### config.mk
export PLATFORM = sky130hd
export DESIGN_NAME = timecode_frame_offset_flat
export DESIGN_NICKNAME = d
export VERILOG_FILES = /design/src/tcfo_pkg.sv /design/src/tcfo_ifs.sv /design/src/tcfo_regs.sv /design/src/timecode_frame_offset.sv /design/src/flat_wrapper.sv
export SDC_FILE = /design/constraint.sdc
export NUM_CORES = 2
export LEC_CHECK = 0
export CORE_ASPECT_RATIO = 0.5
export CORE_MARGIN = 10
export CORE_UTILIZATION = 60
export DETAILED_ROUTE_END_ITERATION = 8
export DONT_BUFFER_PORTS = 1
export GPL_ROUTABILITY_DRIVEN = 0
export GPL_TIMING_DRIVEN = 1
export PLACE_DENSITY = 0.74
export SLEW_MARGIN = 20
export SYNTH_ARGS = -nofsm -noshare
export SYNTH_HDL_FRONTEND = slang
export SYNTH_SLANG_ARGS = --single-unit
### constraint.sdc
create_clock -name clk -period 11.2 [get_ports clk]
set_input_delay 3.36 -clock clk [delete_from_list [all_inputs] [get_ports clk]]
set_output_delay 3.36 -clock clk [all_outputs]
set_load 0.01 [all_outputs]
### src/tcfo_pkg.sv
// Shared types, constants and helper functions for the timecode offset block.
package tcfo_pkg;

  // Register map: 32-bit registers on a 4-byte stride.
  localparam int PADDR_W     = 3;
  localparam int REG_SEL_BIT = 2;
  localparam logic REG_RATE_CODE    = 1'b0;
  localparam logic REG_FRAME_OFFSET = 1'b1;

  // Rate codes as written to the rate_code register.
  localparam logic [2:0] RATE_24     = 3'd0;
  localparam logic [2:0] RATE_25     = 3'd1;
  localparam logic [2:0] RATE_DF     = 3'd2;
  localparam logic [2:0] RATE_30     = 3'd3;
  localparam logic [2:0] RATE_23976  = 3'd4;
  localparam logic [2:0] RATE_2997ND = 3'd5;
  localparam logic [2:0] RATE_RESET  = RATE_25;

  // Pipeline depth: input register through output register.
  localparam int NSTG = 12;

  // Day lengths in frames.
  localparam logic [21:0] DAY_24 = 22'(24 * 3600 * 24);
  localparam logic [21:0] DAY_25 = 22'(24 * 3600 * 25);
  localparam logic [21:0] DAY_30 = 22'(24 * 3600 * 30);
  localparam logic [21:0] DAY_DF = 22'(24 * 3600 * 30 - 2 * 24 * 54);

  // Drop-frame structure.
  localparam int DF_TEN_MIN   = 17982;
  localparam int DF_FIRST_MIN = 1800;
  localparam int DF_OTHER_MIN = 1798;
  localparam int DF_HOUR      = 3600 * 30 - 2 * 54;

  // Reciprocals for divide-by-constant: floor(2^shift / divisor).
  localparam int DIV1_SHIFT = 22;
  localparam logic [11:0] RCP1_24 = 12'((1 << DIV1_SHIFT) / (60 * 24));
  localparam logic [11:0] RCP1_25 = 12'((1 << DIV1_SHIFT) / (60 * 25));
  localparam logic [11:0] RCP1_30 = 12'((1 << DIV1_SHIFT) / (60 * 30));
  localparam logic [11:0] RCP1_DF = 12'((1 << DIV1_SHIFT) / DF_TEN_MIN);
  localparam int SMALL_SHIFT = 11;
  localparam logic [5:0] HOUR_RCP = 6'((1 << SMALL_SHIFT) / 60);
  localparam logic [6:0] RCPS_24  = 7'((1 << SMALL_SHIFT) / 24);
  localparam logic [6:0] RCPS_25  = 7'((1 << SMALL_SHIFT) / 25);
  localparam logic [6:0] RCPS_30  = 7'((1 << SMALL_SHIFT) / 30);

  typedef enum logic [1:0] {
    MODE_24,
    MODE_25,
    MODE_30,
    MODE_DF
  } mode_t;

  typedef struct packed {
    logic [2:0]  rate_code;
    logic [22:0] frame_offset;
  } tcfo_cfg_t;

  function automatic mode_t mode_of(input logic [2:0] code);
    mode_t m;
    case (code)
      RATE_24, RATE_23976: m = MODE_24;
      RATE_30, RATE_2997ND: m = MODE_30;
      RATE_DF: m = MODE_DF;
      default: m = MODE_25;
    endcase
    return m;
  endfunction

  function automatic logic [21:0] day_of(input mode_t m);
    logic [21:0] d;
    case (m)
      MODE_24: d = DAY_24;
      MODE_30: d = DAY_30;
      MODE_DF: d = DAY_DF;
      default: d = DAY_25;
    endcase
    return d;
  endfunction

  function automatic logic [4:0] fps_of(input mode_t m);
    logic [4:0] f;
    case (m)
      MODE_24: f = 5'd24;
      MODE_30, MODE_DF: f = 5'd30;
      default: f = 5'd25;
    endcase
    return f;
  endfunction

  // Frames per hour weight of the hours field.
  function automatic logic [16:0] fph_of(input mode_t m);
    logic [16:0] w;
    case (m)
      MODE_24: w = 17'(3600 * 24);
      MODE_30: w = 17'(3600 * 30);
      MODE_DF: w = 17'(DF_HOUR);
      default: w = 17'(3600 * 25);
    endcase
    return w;
  endfunction

  // Frames per minute weight of the minutes field.
  function automatic logic [10:0] fpm_of(input mode_t m);
    logic [10:0] w;
    case (m)
      MODE_24: w = 11'(60 * 24);
      MODE_30: w = 11'(60 * 30);
      MODE_DF: w = 11'(DF_OTHER_MIN);
      default: w = 11'(60 * 25);
    endcase
    return w;
  endfunction

  // Divisor of the first split: frames per minute, or per ten-minute block.
  function automatic logic [14:0] div1_of(input mode_t m);
    logic [14:0] d;
    case (m)
      MODE_24: d = 15'(60 * 24);
      MODE_30: d = 15'(60 * 30);
      MODE_DF: d = 15'(DF_TEN_MIN);
      default: d = 15'(60 * 25);
    endcase
    return d;
  endfunction

  function automatic logic [11:0] rcp1_of(input mode_t m);
    logic [11:0] r;
    case (m)
      MODE_24: r = RCP1_24;
      MODE_30: r = RCP1_30;
      MODE_DF: r = RCP1_DF;
      default: r = RCP1_25;
    endcase
    return r;
  endfunction

  function automatic logic [6:0] rcps_of(input mode_t m);
    logic [6:0] r;
    case (m)
      MODE_24: r = RCPS_24;
      MODE_30, MODE_DF: r = RCPS_30;
      default: r = RCPS_25;
    endcase
    return r;
  endfunction

  // Tens digit of a minutes value below 60.
  function automatic logic [2:0] tens_of(input logic [5:0] mm);
    logic [2:0] cnt;
    cnt = 3'd0;
    for (int j = 1; j <= 5; j++) begin
      if (mm >= 6'(10 * j)) cnt = cnt + 3'd1;
    end
    return cnt;
  endfunction

  // Minute within a drop-frame ten-minute block, from the frame remainder.
  function automatic logic [3:0] mib_of(input logic [14:0] r);
    logic [3:0] cnt;
    cnt = 4'd0;
    for (int k = 0; k < 9; k++) begin
      if (r >= 15'(DF_FIRST_MIN + DF_OTHER_MIN * k)) cnt = cnt + 4'd1;
    end
    return cnt;
  endfunction

endpackage

### src/tcfo_ifs.sv
// Valid/ready stream interfaces for incoming timecodes and offset results.
interface tcfo_in_if;
  logic       valid;
  logic       ready;
  logic [4:0] in_hours;
  logic [5:0] in_minutes;
  logic [5:0] in_seconds;
  logic [4:0] in_frames;

  modport source (output valid, in_hours, in_minutes, in_seconds, in_frames,
                  input ready);
  modport sink   (input valid, in_hours, in_minutes, in_seconds, in_frames,
                  output ready);
endinterface

interface tcfo_out_if;
  logic       valid;
  logic       ready;
  logic [4:0] out_hours;
  logic [5:0] out_minutes;
  logic [5:0] out_seconds;
  logic [4:0] out_frames;

  modport source (output valid, out_hours, out_minutes, out_seconds, out_frames,
                  input ready);
  modport sink   (input valid, out_hours, out_minutes, out_seconds, out_frames,
                  output ready);
endinterface

### src/tcfo_regs.sv
// APB configuration registers: rate code and signed frame offset.
module tcfo_regs
  import tcfo_pkg::*;
(
  input  logic               clk,
  input  logic               rst,
  input  logic               psel,
  input  logic               penable,
  input  logic               pwrite,
  input  logic [PADDR_W-1:0] paddr,
  input  logic [31:0]        pwdata,
  output logic [31:0]        prdata,
  output logic               pready,
  output tcfo_cfg_t          cfg
);

  assign pready = 1'b1;

  always_ff @(posedge clk) begin
    if (rst) begin
      cfg.rate_code    <= RATE_RESET;
      cfg.frame_offset <= '0;
    end else if (psel && penable && pwrite) begin
      case (paddr[REG_SEL_BIT])
        REG_RATE_CODE:    cfg.rate_code    <= pwdata[2:0];
        REG_FRAME_OFFSET: cfg.frame_offset <= pwdata[22:0];
        default: ;
      endcase
    end
  end

  always_comb begin
    case (paddr[REG_SEL_BIT])
      REG_RATE_CODE:    prdata = {29'd0, cfg.rate_code};
      REG_FRAME_OFFSET: prdata = {{9{cfg.frame_offset[22]}}, cfg.frame_offset};
      default:          prdata = '0;
    endcase
  end

endmodule

### src/timecode_frame_offset.sv
// Top level: pipelined SMPTE timecode plus signed frame offset with day wrap.
//
// Usage
//   timecode : input stream of words (hours, minutes, seconds, frames), taken
//              at a clock edge where valid and ready are both high.
//   result   : output stream, one word per input word, in input order.
//   APB port : rate_code at 0x0, frame_offset (23-bit two's complement) at
//              0x4. Write only while the pipeline is empty.
// Timing
//   Twelve register stages. One word per cycle is taken and delivered
//   when the receiver keeps ready high. The depth is set by the day wrap
//   (four compare and subtract steps over three stages) and two
//   reciprocal-multiply dividers, each a multiply, a multiply-subtract and
//   a correction stage.
// Stall
//   Each stage holds its word while the next stage is full and blocked, so a
//   stall on result backs up stage by stage; empty stages still fill, and
//   timecode.ready drops only once every stage holds a word.
// Reset
//   rst is synchronous: all stage valid bits clear, timecode.ready is held
//   low, rate_code returns to 25 fps and frame_offset to zero.
module timecode_frame_offset
  import tcfo_pkg::*;
(
  input  logic               clk,
  input  logic               rst,
  tcfo_in_if.sink            timecode,
  tcfo_out_if.source         result,
  input  logic               psel,
  input  logic               penable,
  input  logic               pwrite,
  input  logic [PADDR_W-1:0] paddr,
  input  logic [31:0]        pwdata,
  output logic [31:0]        prdata,
  output logic               pready
);

  tcfo_cfg_t cfg;

  tcfo_regs u_regs (
    .clk     (clk),
    .rst     (rst),
    .psel    (psel),
    .penable (penable),
    .pwrite  (pwrite),
    .paddr   (paddr),
    .pwdata  (pwdata),
    .prdata  (prdata),
    .pready  (pready),
    .cfg     (cfg)
  );

  // Mode consts; user, unchecked: configuration stable with words in flight.
  mode_t       mode;
  logic        df;
  logic [21:0] day;
  logic [4:0]  fps;
  logic [16:0] fph;
  logic [10:0] fpm;
  logic [14:0] div1;
  logic [11:0] rcp1;
  logic [6:0]  rcps;

  assign mode = mode_of(cfg.rate_code);
  assign df   = (mode == MODE_DF);
  assign day  = day_of(mode);
  assign fps  = fps_of(mode);
  assign fph  = fph_of(mode);
  assign fpm  = fpm_of(mode);
  assign div1 = div1_of(mode);
  assign rcp1 = rcp1_of(mode);
  assign rcps = rcps_of(mode);

  // Stage handshake: a stage loads when it is empty or its word moves on.
  logic [NSTG-1:0] vld;
  logic [NSTG-1:0] adv;

  always_comb begin
    adv[NSTG-1] = !vld[NSTG-1] || result.ready;
    for (int k = NSTG - 2; k >= 0; k--) begin
      adv[k] = !vld[k] || adv[k+1];
    end
  end

  assign timecode.ready = adv[0] && !rst;

  always_ff @(posedge clk) begin
    if (rst) begin
      vld <= '0;
    end else begin
      if (adv[0]) vld[0] <= timecode.valid;
      for (int k = 1; k < NSTG; k++) begin
        if (adv[k]) vld[k] <= vld[k-1];
      end
    end
  end

  // Stage 0: in drop-frame, fold each field into its range and take the
  // tens digit of minutes (two frames come back per tenth minute).
  logic [4:0] h_n;
  logic [5:0] m_n;
  logic [5:0] s_n;
  logic [4:0] f_n;
  logic [2:0] tens_n;
  logic [4:0] s0_h;
  logic [5:0] s0_m;
  logic [5:0] s0_s;
  logic [4:0] s0_f;
  logic [2:0] s0_tens;

  assign h_n = (df && timecode.in_hours >= 5'd24) ? timecode.in_hours - 5'd24
                                                  : timecode.in_hours;
  assign m_n = (df && timecode.in_minutes >= 6'd60) ? timecode.in_minutes - 6'd60
                                                    : timecode.in_minutes;
  assign s_n = (df && timecode.in_seconds >= 6'd60) ? timecode.in_seconds - 6'd60
                                                    : timecode.in_seconds;
  assign f_n = (df && timecode.in_frames >= 5'd30) ? timecode.in_frames - 5'd30
                                                   : timecode.in_frames;
  assign tens_n = df ? tens_of(m_n) : 3'd0;

  always_ff @(posedge clk) begin
    if (adv[0]) begin
      s0_h    <= h_n;
      s0_m    <= m_n;
      s0_s    <= s_n;
      s0_f    <= f_n;
      s0_tens <= tens_n;
    end
  end

  // Stage 1: weighted frame count. Drop-frame weights are 1798 per minute
  // and 107892 per hour, plus two frames per tens digit of minutes.
  logic [21:0] count_c;
  logic [21:0] s1_count;

  assign count_c = 22'(s0_h) * 22'(fph) + 22'(s0_m) * 22'(fpm)
                 + 22'(s0_s) * 22'(fps) + 22'(s0_f) + 22'({s0_tens, 1'b0});

  always_ff @(posedge clk) begin
    if (adv[1]) s1_count <= count_c;
  end

  // Stage 2: add the offset and four days to stay positive, then start the
  // day wrap with the eight-day step.
  logic [25:0] sum_c;
  logic [24:0] v2_c;
  logic [24:0] day8;
  logic [24:0] s2_v;

  assign sum_c = 26'(s1_count) + {{3{cfg.frame_offset[22]}}, cfg.frame_offset}
               + 26'({day, 2'b00});
  assign v2_c  = sum_c[24:0];
  assign day8  = {day, 3'b000};

  always_ff @(posedge clk) begin
    if (adv[2]) s2_v <= (v2_c >= day8) ? v2_c - day8 : v2_c;
  end

  // Stage 3: four-day and two-day steps.
  logic [24:0] day4;
  logic [24:0] day2;
  logic [24:0] x3_c;
  logic [24:0] s3_v;

  assign day4 = {1'b0, day, 2'b00};
  assign day2 = {2'b00, day, 1'b0};
  assign x3_c = (s2_v >= day4) ? s2_v - day4 : s2_v;

  always_ff @(posedge clk) begin
    if (adv[3]) s3_v <= (x3_c >= day2) ? x3_c - day2 : x3_c;
  end

  // Stage 4: one-day step; the count is now inside the day.
  logic [24:0] day1;
  logic [24:0] z4_c;
  logic [21:0] s4_t;

  assign day1 = {3'b000, day};
  assign z4_c = (s3_v >= day1) ? s3_v - day1 : s3_v;

  always_ff @(posedge clk) begin
    if (adv[4]) s4_t <= z4_c[21:0];
  end

  // Stages 5-7: split into minutes (or ten-minute blocks in drop-frame) and
  // frames within. The reciprocal estimate is low by at most one.
  logic [33:0] prod1_c;
  logic [21:0] s5_t;
  logic [10:0] s5_qe;

  assign prod1_c = 34'(s4_t) * 34'(rcp1);

  always_ff @(posedge clk) begin
    if (adv[5]) begin
      s5_t  <= s4_t;
      s5_qe <= prod1_c[DIV1_SHIFT+10:DIV1_SHIFT];
    end
  end

  logic [21:0] re6_c;
  logic [10:0] s6_q;
  logic [15:0] s6_r;

  assign re6_c = s5_t - 22'(s5_qe) * 22'(div1);

  always_ff @(posedge clk) begin
    if (adv[6]) begin
      s6_q <= s5_qe;
      s6_r <= re6_c[15:0];
    end
  end

  logic        fix7_c;
  logic [15:0] r7_c;
  logic [10:0] s7_q;
  logic [14:0] s7_r;

  assign fix7_c = (s6_r >= 16'(div1));
  assign r7_c   = fix7_c ? s6_r - 16'(div1) : s6_r;

  always_ff @(posedge clk) begin
    if (adv[7]) begin
      s7_q <= fix7_c ? s6_q + 11'd1 : s6_q;
      s7_r <= r7_c[14:0];
    end
  end

  // Stage 8: in drop-frame, find the minute inside the ten-minute block;
  // later minutes drop two labels each, so the frame index is rem - 1798*k.
  logic [3:0]  mib_c;
  logic [13:0] mins_w;
  logic [14:0] idx_w;
  logic [10:0] s8_mins;
  logic [10:0] s8_idx;

  assign mib_c  = df ? mib_of(s7_r) : 4'd0;
  assign mins_w = {s7_q, 3'b000} + {2'b00, s7_q, 1'b0} + 14'(mib_c);
  assign idx_w  = s7_r - 15'(mib_c) * 15'(DF_OTHER_MIN);

  always_ff @(posedge clk) begin
    if (adv[8]) begin
      s8_mins <= df ? mins_w[10:0] : s7_q;
      s8_idx  <= idx_w[10:0];
    end
  end

  // Stages 9-11: hours/minutes from the minute count, seconds/frames from
  // the frame index, both by reciprocal estimate and one correction.
  logic [15:0] hprod_c;
  logic [17:0] sprod_c;
  logic [10:0] s9_mins;
  logic [10:0] s9_idx;
  logic [4:0]  s9_hq;
  logic [5:0]  s9_sq;

  assign hprod_c = 16'(s8_mins) * 16'(HOUR_RCP);
  assign sprod_c = 18'(s8_idx) * 18'(rcps);

  always_ff @(posedge clk) begin
    if (adv[9]) begin
      s9_mins <= s8_mins;
      s9_idx  <= s8_idx;
      s9_hq   <= hprod_c[SMALL_SHIFT+4:SMALL_SHIFT];
      s9_sq   <= sprod_c[SMALL_SHIFT+5:SMALL_SHIFT];
    end
  end

  logic [10:0] mre_c;
  logic [10:0] fre_c;
  logic [4:0]  s10_hq;
  logic [5:0]  s10_sq;
  logic [6:0]  s10_mre;
  logic [5:0]  s10_fre;

  assign mre_c = s9_mins - 11'(s9_hq) * 11'(60);
  assign fre_c = s9_idx - 11'(s9_sq) * 11'(fps);

  always_ff @(posedge clk) begin
    if (adv[10]) begin
      s10_hq  <= s9_hq;
      s10_sq  <= s9_sq;
      s10_mre <= mre_c[6:0];
      s10_fre <= fre_c[5:0];
    end
  end

  logic       hfix_c;
  logic       sfix_c;
  logic [4:0] s11_h;
  logic [5:0] s11_m;
  logic [5:0] s11_s;
  logic [4:0] s11_f;

  assign hfix_c = (s10_mre >= 7'd60);
  assign sfix_c = (s10_fre >= 6'(fps));

  // Output register: hold while the receiver stalls.
  always_ff @(posedge clk) begin
    if (adv[11]) begin
      s11_h <= hfix_c ? s10_hq + 5'd1 : s10_hq;
      s11_m <= hfix_c ? 6'(s10_mre - 7'd60) : s10_mre[5:0];
      s11_s <= sfix_c ? s10_sq + 6'd1 : s10_sq;
      s11_f <= sfix_c ? 5'(s10_fre - 6'(fps)) : s10_fre[4:0];
    end
  end

  assign result.valid       = vld[NSTG-1];
  assign result.out_hours   = s11_h;
  assign result.out_minutes = s11_m;
  assign result.out_seconds = s11_s;
  assign result.out_frames  = s11_f;

  // Checks
  a_reset_empty: assert property (@(posedge clk) rst |=> !result.valid)
    else $error("result valid right after reset");

  a_day_wrap: assert property (@(posedge clk) disable iff (rst)
    vld[4] |-> (s4_t < day))
    else $error("wrapped count not inside the day");

  a_split_rem: assert property (@(posedge clk) disable iff (rst)
    vld[7] |-> (s7_r < div1))
    else $error("first split remainder not below divisor");

  a_out_range: assert property (@(posedge clk) disable iff (rst)
    result.valid |-> (result.out_hours <= 5'd23) && (result.out_minutes <= 6'd59)
                     && (result.out_seconds <= 6'd59) && (result.out_frames < fps))
    else $error("result field out of range");

endmodule

### src/flat_wrapper.sv
// flat-port wrapper written by rule: the top's interface ports become plain ports
module timecode_frame_offset_flat import tcfo_pkg::*;
  (clk, rst, psel, penable, pwrite, paddr, pwdata, prdata, pready, timecode_valid, timecode_in_hours, timecode_in_minutes, timecode_in_seconds, timecode_in_frames, timecode_ready, result_valid, result_out_hours, result_out_minutes, result_out_seconds, result_out_frames, result_ready);
  tcfo_in_if timecode_i ();
  tcfo_out_if result_i ();
  input  logic clk;
  input  logic rst;
  input  logic psel;
  input  logic penable;
  input  logic pwrite;
  input  logic [PADDR_W-1:0] paddr;
  input  logic [31:0] pwdata;
  output logic [31:0] prdata;
  output logic pready;
  input wire logic [$bits(timecode_i.valid)-1:0] timecode_valid;
  input wire logic [$bits(timecode_i.in_hours)-1:0] timecode_in_hours;
  input wire logic [$bits(timecode_i.in_minutes)-1:0] timecode_in_minutes;
  input wire logic [$bits(timecode_i.in_seconds)-1:0] timecode_in_seconds;
  input wire logic [$bits(timecode_i.in_frames)-1:0] timecode_in_frames;
  output wire logic [$bits(timecode_i.ready)-1:0] timecode_ready;
  output wire logic [$bits(result_i.valid)-1:0] result_valid;
  output wire logic [$bits(result_i.out_hours)-1:0] result_out_hours;
  output wire logic [$bits(result_i.out_minutes)-1:0] result_out_minutes;
  output wire logic [$bits(result_i.out_seconds)-1:0] result_out_seconds;
  output wire logic [$bits(result_i.out_frames)-1:0] result_out_frames;
  input wire logic [$bits(result_i.ready)-1:0] result_ready;
  assign timecode_i.valid = timecode_valid;
  assign timecode_i.in_hours = timecode_in_hours;
  assign timecode_i.in_minutes = timecode_in_minutes;
  assign timecode_i.in_seconds = timecode_in_seconds;
  assign timecode_i.in_frames = timecode_in_frames;
  assign timecode_ready = timecode_i.ready;
  assign result_valid = result_i.valid;
  assign result_out_hours = result_i.out_hours;
  assign result_out_minutes = result_i.out_minutes;
  assign result_out_seconds = result_i.out_seconds;
  assign result_out_frames = result_i.out_frames;
  assign result_i.ready = result_ready;
  timecode_frame_offset u_core (.clk(clk), .rst(rst), .timecode(timecode_i), .result(result_i), .psel(psel), .penable(penable), .pwrite(pwrite), .paddr(paddr), .pwdata(pwdata), .prdata(prdata), .pready(pready));
endmodule
==> results.json <==
{
  "status": "completed",
  "vias": 26500,
  "drt_iter0_drc": 1585,
  "critical_path.endpoint_type": "flip-flop",
  "ff2ff_setup_slack_ns": 1.10,
  "min_path_type": "flip-flop to flip-flop",
  "slew_violations": 0,
  "antenna_cells": 0,
  "reg2regPathDepth": 25,
  "synth_fp_nets": 4803,
  "fp.dieArea_mm2": 0.0736,
  "hp-start": "u_core.s9_mins[1]$_DFFE_PP_",
  "worstPathMaxFanout": 39,
  "htreeDepth": 2,
  "clockBufferDepth": 3,
  "yosys-top-cells-area": "edfxtp_1 (23%), fa_1 (21%), ha_1 (16%)",
  "first_global_vias": 27700,
  "drive_gt1_share_pct": 3.36,
  "drc_errors": 0,
  "path_clk_slew_ns": 0.06,
  "grt_max_degree": 75,
  "synthToLayoutAreaGrowth_pct": 5.05,
  "fin_crit_sh_pct": 90.2,
  "port-buffer-count": 0,
  "dr.pass1.iters": 6,
  "async_flop_share_pct": 0,
  "timing.rr.start": "u_core.u_regs.cfg[25]$_SDFFE_PP0P_",
  "cp_common_cell": "fa_1",
  "cts_resized": 0,
  "yosys_most_used_dff": "edfxtp_1",
  "setup_ws_ns": 1.10,
  "antenna_left": 0,
  "finalHoldViolCount": 0,
  "synth_commonest_cells": "inv_1 (665), ha_1 (486), fa_1 (390)",
  "avgSynthCellArea_um2": 9.72,
  "clk_latency_ns": 0.56,
  "critPathKind": "flip-flop to flip-flop",
  "synth_edf_count": 291,
  "fp.coreArea_mm2": 0.0615,
  "routed_via_density": 5.69,
  "cpPeakStageDelay_ns": 0.92,
  "worstSetupStartpointType": "flip-flop",
  "holdPathEnd": "u_core.s10_mre[1]$_DFFE_PP_",
  "die_h_um": 197,
  "period_needed_ns": 10.10,
  "yosysSeqAreaShare_pct": 25.3,
  "skew_ns": 0.0236,
  "rsz0062_at_grt": "no",
  "synth_cell_type_count": 88,
  "maxSlewHeadroom_pct": 33.5,
  "yosysWarnings": 0,
  "pre_cts_ws_ns": 1.25,
  "cap_viol_max_count": 0,
  "cp_slowest_cell": "ha_2",
  "cts_buffers": 35,
  "overflow": 0,
  "n_fill_cell": 4853,
  "cp.arrival_ns": 10.41,
  "whs_path_depth": 0,
  "post_cts_buffers": 0,
  "start_util_pct": 61.1,
  "final_nets": 4752,
  "fp-row-count": 64,
  "tightestPinTransition_ns": 0.997,
  "multi_input_area_mm2": 0.0251,
  "antenna_found_initial": 0,
  "finalSetupTns_ns": 0,
  "grt_usage_pct": 22.5,
  "root_buffer": "clkbuf_16",
  "synth.largest_area_cell": "edfxtp_1",
  "rr_endpoint": "u_core.s1_count[21]$_DFFE_PP_",
  "wl_per_cell_um": 17.6,
  "synth_top_area_share_pct": 23.3,
  "ff_latch_area_mm2": 0.00950,
  "synth_area_mm2": 0.0376,
  "grt_pass1_wl_um": 137000,
  "clock-sinks": 329,
  "synth_cells": 3863,
  "drt-total-wl_um": 81900,
  "setup_viol": 0,
  "boundaryPins": 121,
  "yosysMostFrequentCell": "inv_1",
  "cts_tree": "done",
  "synth-seq-cells": 329,
  "die_width_um": 374,
  "hpwl_um": 65100,
  "timing.fmax_ghz": 0.0990,
  "cts_hold_repair.buffers": 0,
  "cp.required_ns": 11.51
}
-- sequential cells by signal, indices dropped and copies added (netlist names), 15 cells and up --
signal             cells
u_core.s7_r           15
u_core.s4_t           22
u_core.s3_v           25
u_core.s2_v           25
u_core.s5_t           16
u_core.u_regs.cfg     26
u_core.s6_r           16
u_core.s1_count       22
-- logic make-up after synthesis --
| logic type | count (synthesis) | synth area share [%] |
|---|---|---|
| AND/OR/NAND/NOR | 1077 | 14.0 |
| adder cells (fa/ha/maj) | 876 | 37.0 |
| buffers and inverters | 777 | 8.02 |
| AO/OA/AOI/OAI | 514 | 8.63 |
| flip-flops | 329 | 25.3 |
| XOR/XNOR | 246 | 5.87 |
| multiplexers | 42 | 1.24 |
| other | 2 | 0.0200 |
-- worst max-delay path by stage --
stage	start	end	cells after the start
6_report	u_core.u_regs.cfg[25]$_SDFFE_PP0P_	u_core.s1_count[21]$_DFFE_PP_	25
5_1_grt	u_core.u_regs.cfg[25]$_SDFFE_PP0P_	u_core.s1_count[21]$_DFFE_PP_	25
4_1_cts	u_core.u_regs.cfg[25]$_SDFFE_PP0P_	u_core.s1_count[21]$_DFFE_PP_	25
3_5_place_dp	u_core.u_regs.cfg[25]$_SDFFE_PP0P_	u_core.s1_count[21]$_DFFE_PP_	25
3_3_place_gp	u_core.u_regs.cfg[25]$_SDFFE_PP0P_	u_core.s1_count[21]$_DFFE_PP_	25
2_1_floorplan	result_ready	timecode_ready	8
-- cell type report --
cell class,instances,share of cell area (%)
inverters,669,6.37
flip-flops and latches,329,24.1
clock inverters,16,0.507
clock buffers,45,2.47
multi-input cells,2757,63.6
repair buffers,20,0.381
well taps,825,2.62
-- layer usage --
layer	track usage [%]	share of wire [%]
met3	4.16	6.6
met4	5.71	2.4
met5	0	0
met2	39.4	48
met1	28.7	43
-- placed cells by master, fill, tap and decap left out, types with 16 or more instances in the layout --
| cell | n |
|---|---|
| a21o_1 | 52 |
| a21oi_1 | 168 |
| a31oi_1 | 23 |
| and2_1 | 128 |
| and3_1 | 70 |
| buf_4 | 20 |
| clkbuf_16 | 36 |
| dfxtp_1 | 38 |
| edfxtp_1 | 291 |
| fa_1 | 390 |
| ha_1 | 484 |
| inv_1 | 664 |
| mux2i_1 | 19 |
| nand2_1 | 379 |
| nand2b_1 | 36 |
| nand3_1 | 56 |
| nand4_1 | 20 |
| nor2_1 | 196 |
| nor2b_1 | 79 |
| nor3_1 | 42 |
| o21a_1 | 26 |
| o21ai_0 | 98 |
| o21ai_1 | 21 |
| o21bai_1 | 16 |
| o31ai_1 | 16 |
| xnor2_1 | 163 |
| xor2_1 | 77 |
-- stage by stage --
stage / instance area (um^2) / util, % / instances / hold slack (ns)
2_1_floorplan: 37600 / - / 3863 / 0.400
3_3_place_gp: 38300 / 62.2 / 4600 / 0.406
3_5_place_dp: 38300 / 62.2 / 4600 / 0.413
4_1_cts: 39500 / 64.2 / 4661 / 0.427
5_1_grt: 39500 / 64.2 / 4661 / 0.428
6_report: 39500 / 64.2 / 4661 / 0.423
-- worst max-delay path, delay by kind of cell, from the launching register on --
| kind | cells | cell delay (ns) |
|---|---|---|
| AO/OA/AOI/OAI | 4 | 1.21 |
| adder cells (fa/ha/maj) | 8 | 4.35 |
| buffers and inverters | 5 | 1.50 |
| flip-flops | 1 | 0.57 |
| AND/OR/NAND/NOR | 8 | 2.16 |
Power is left out: the tool's default activity adds up to more than one toggle a clock period on the data nets, which glitch-free logic cannot reach.
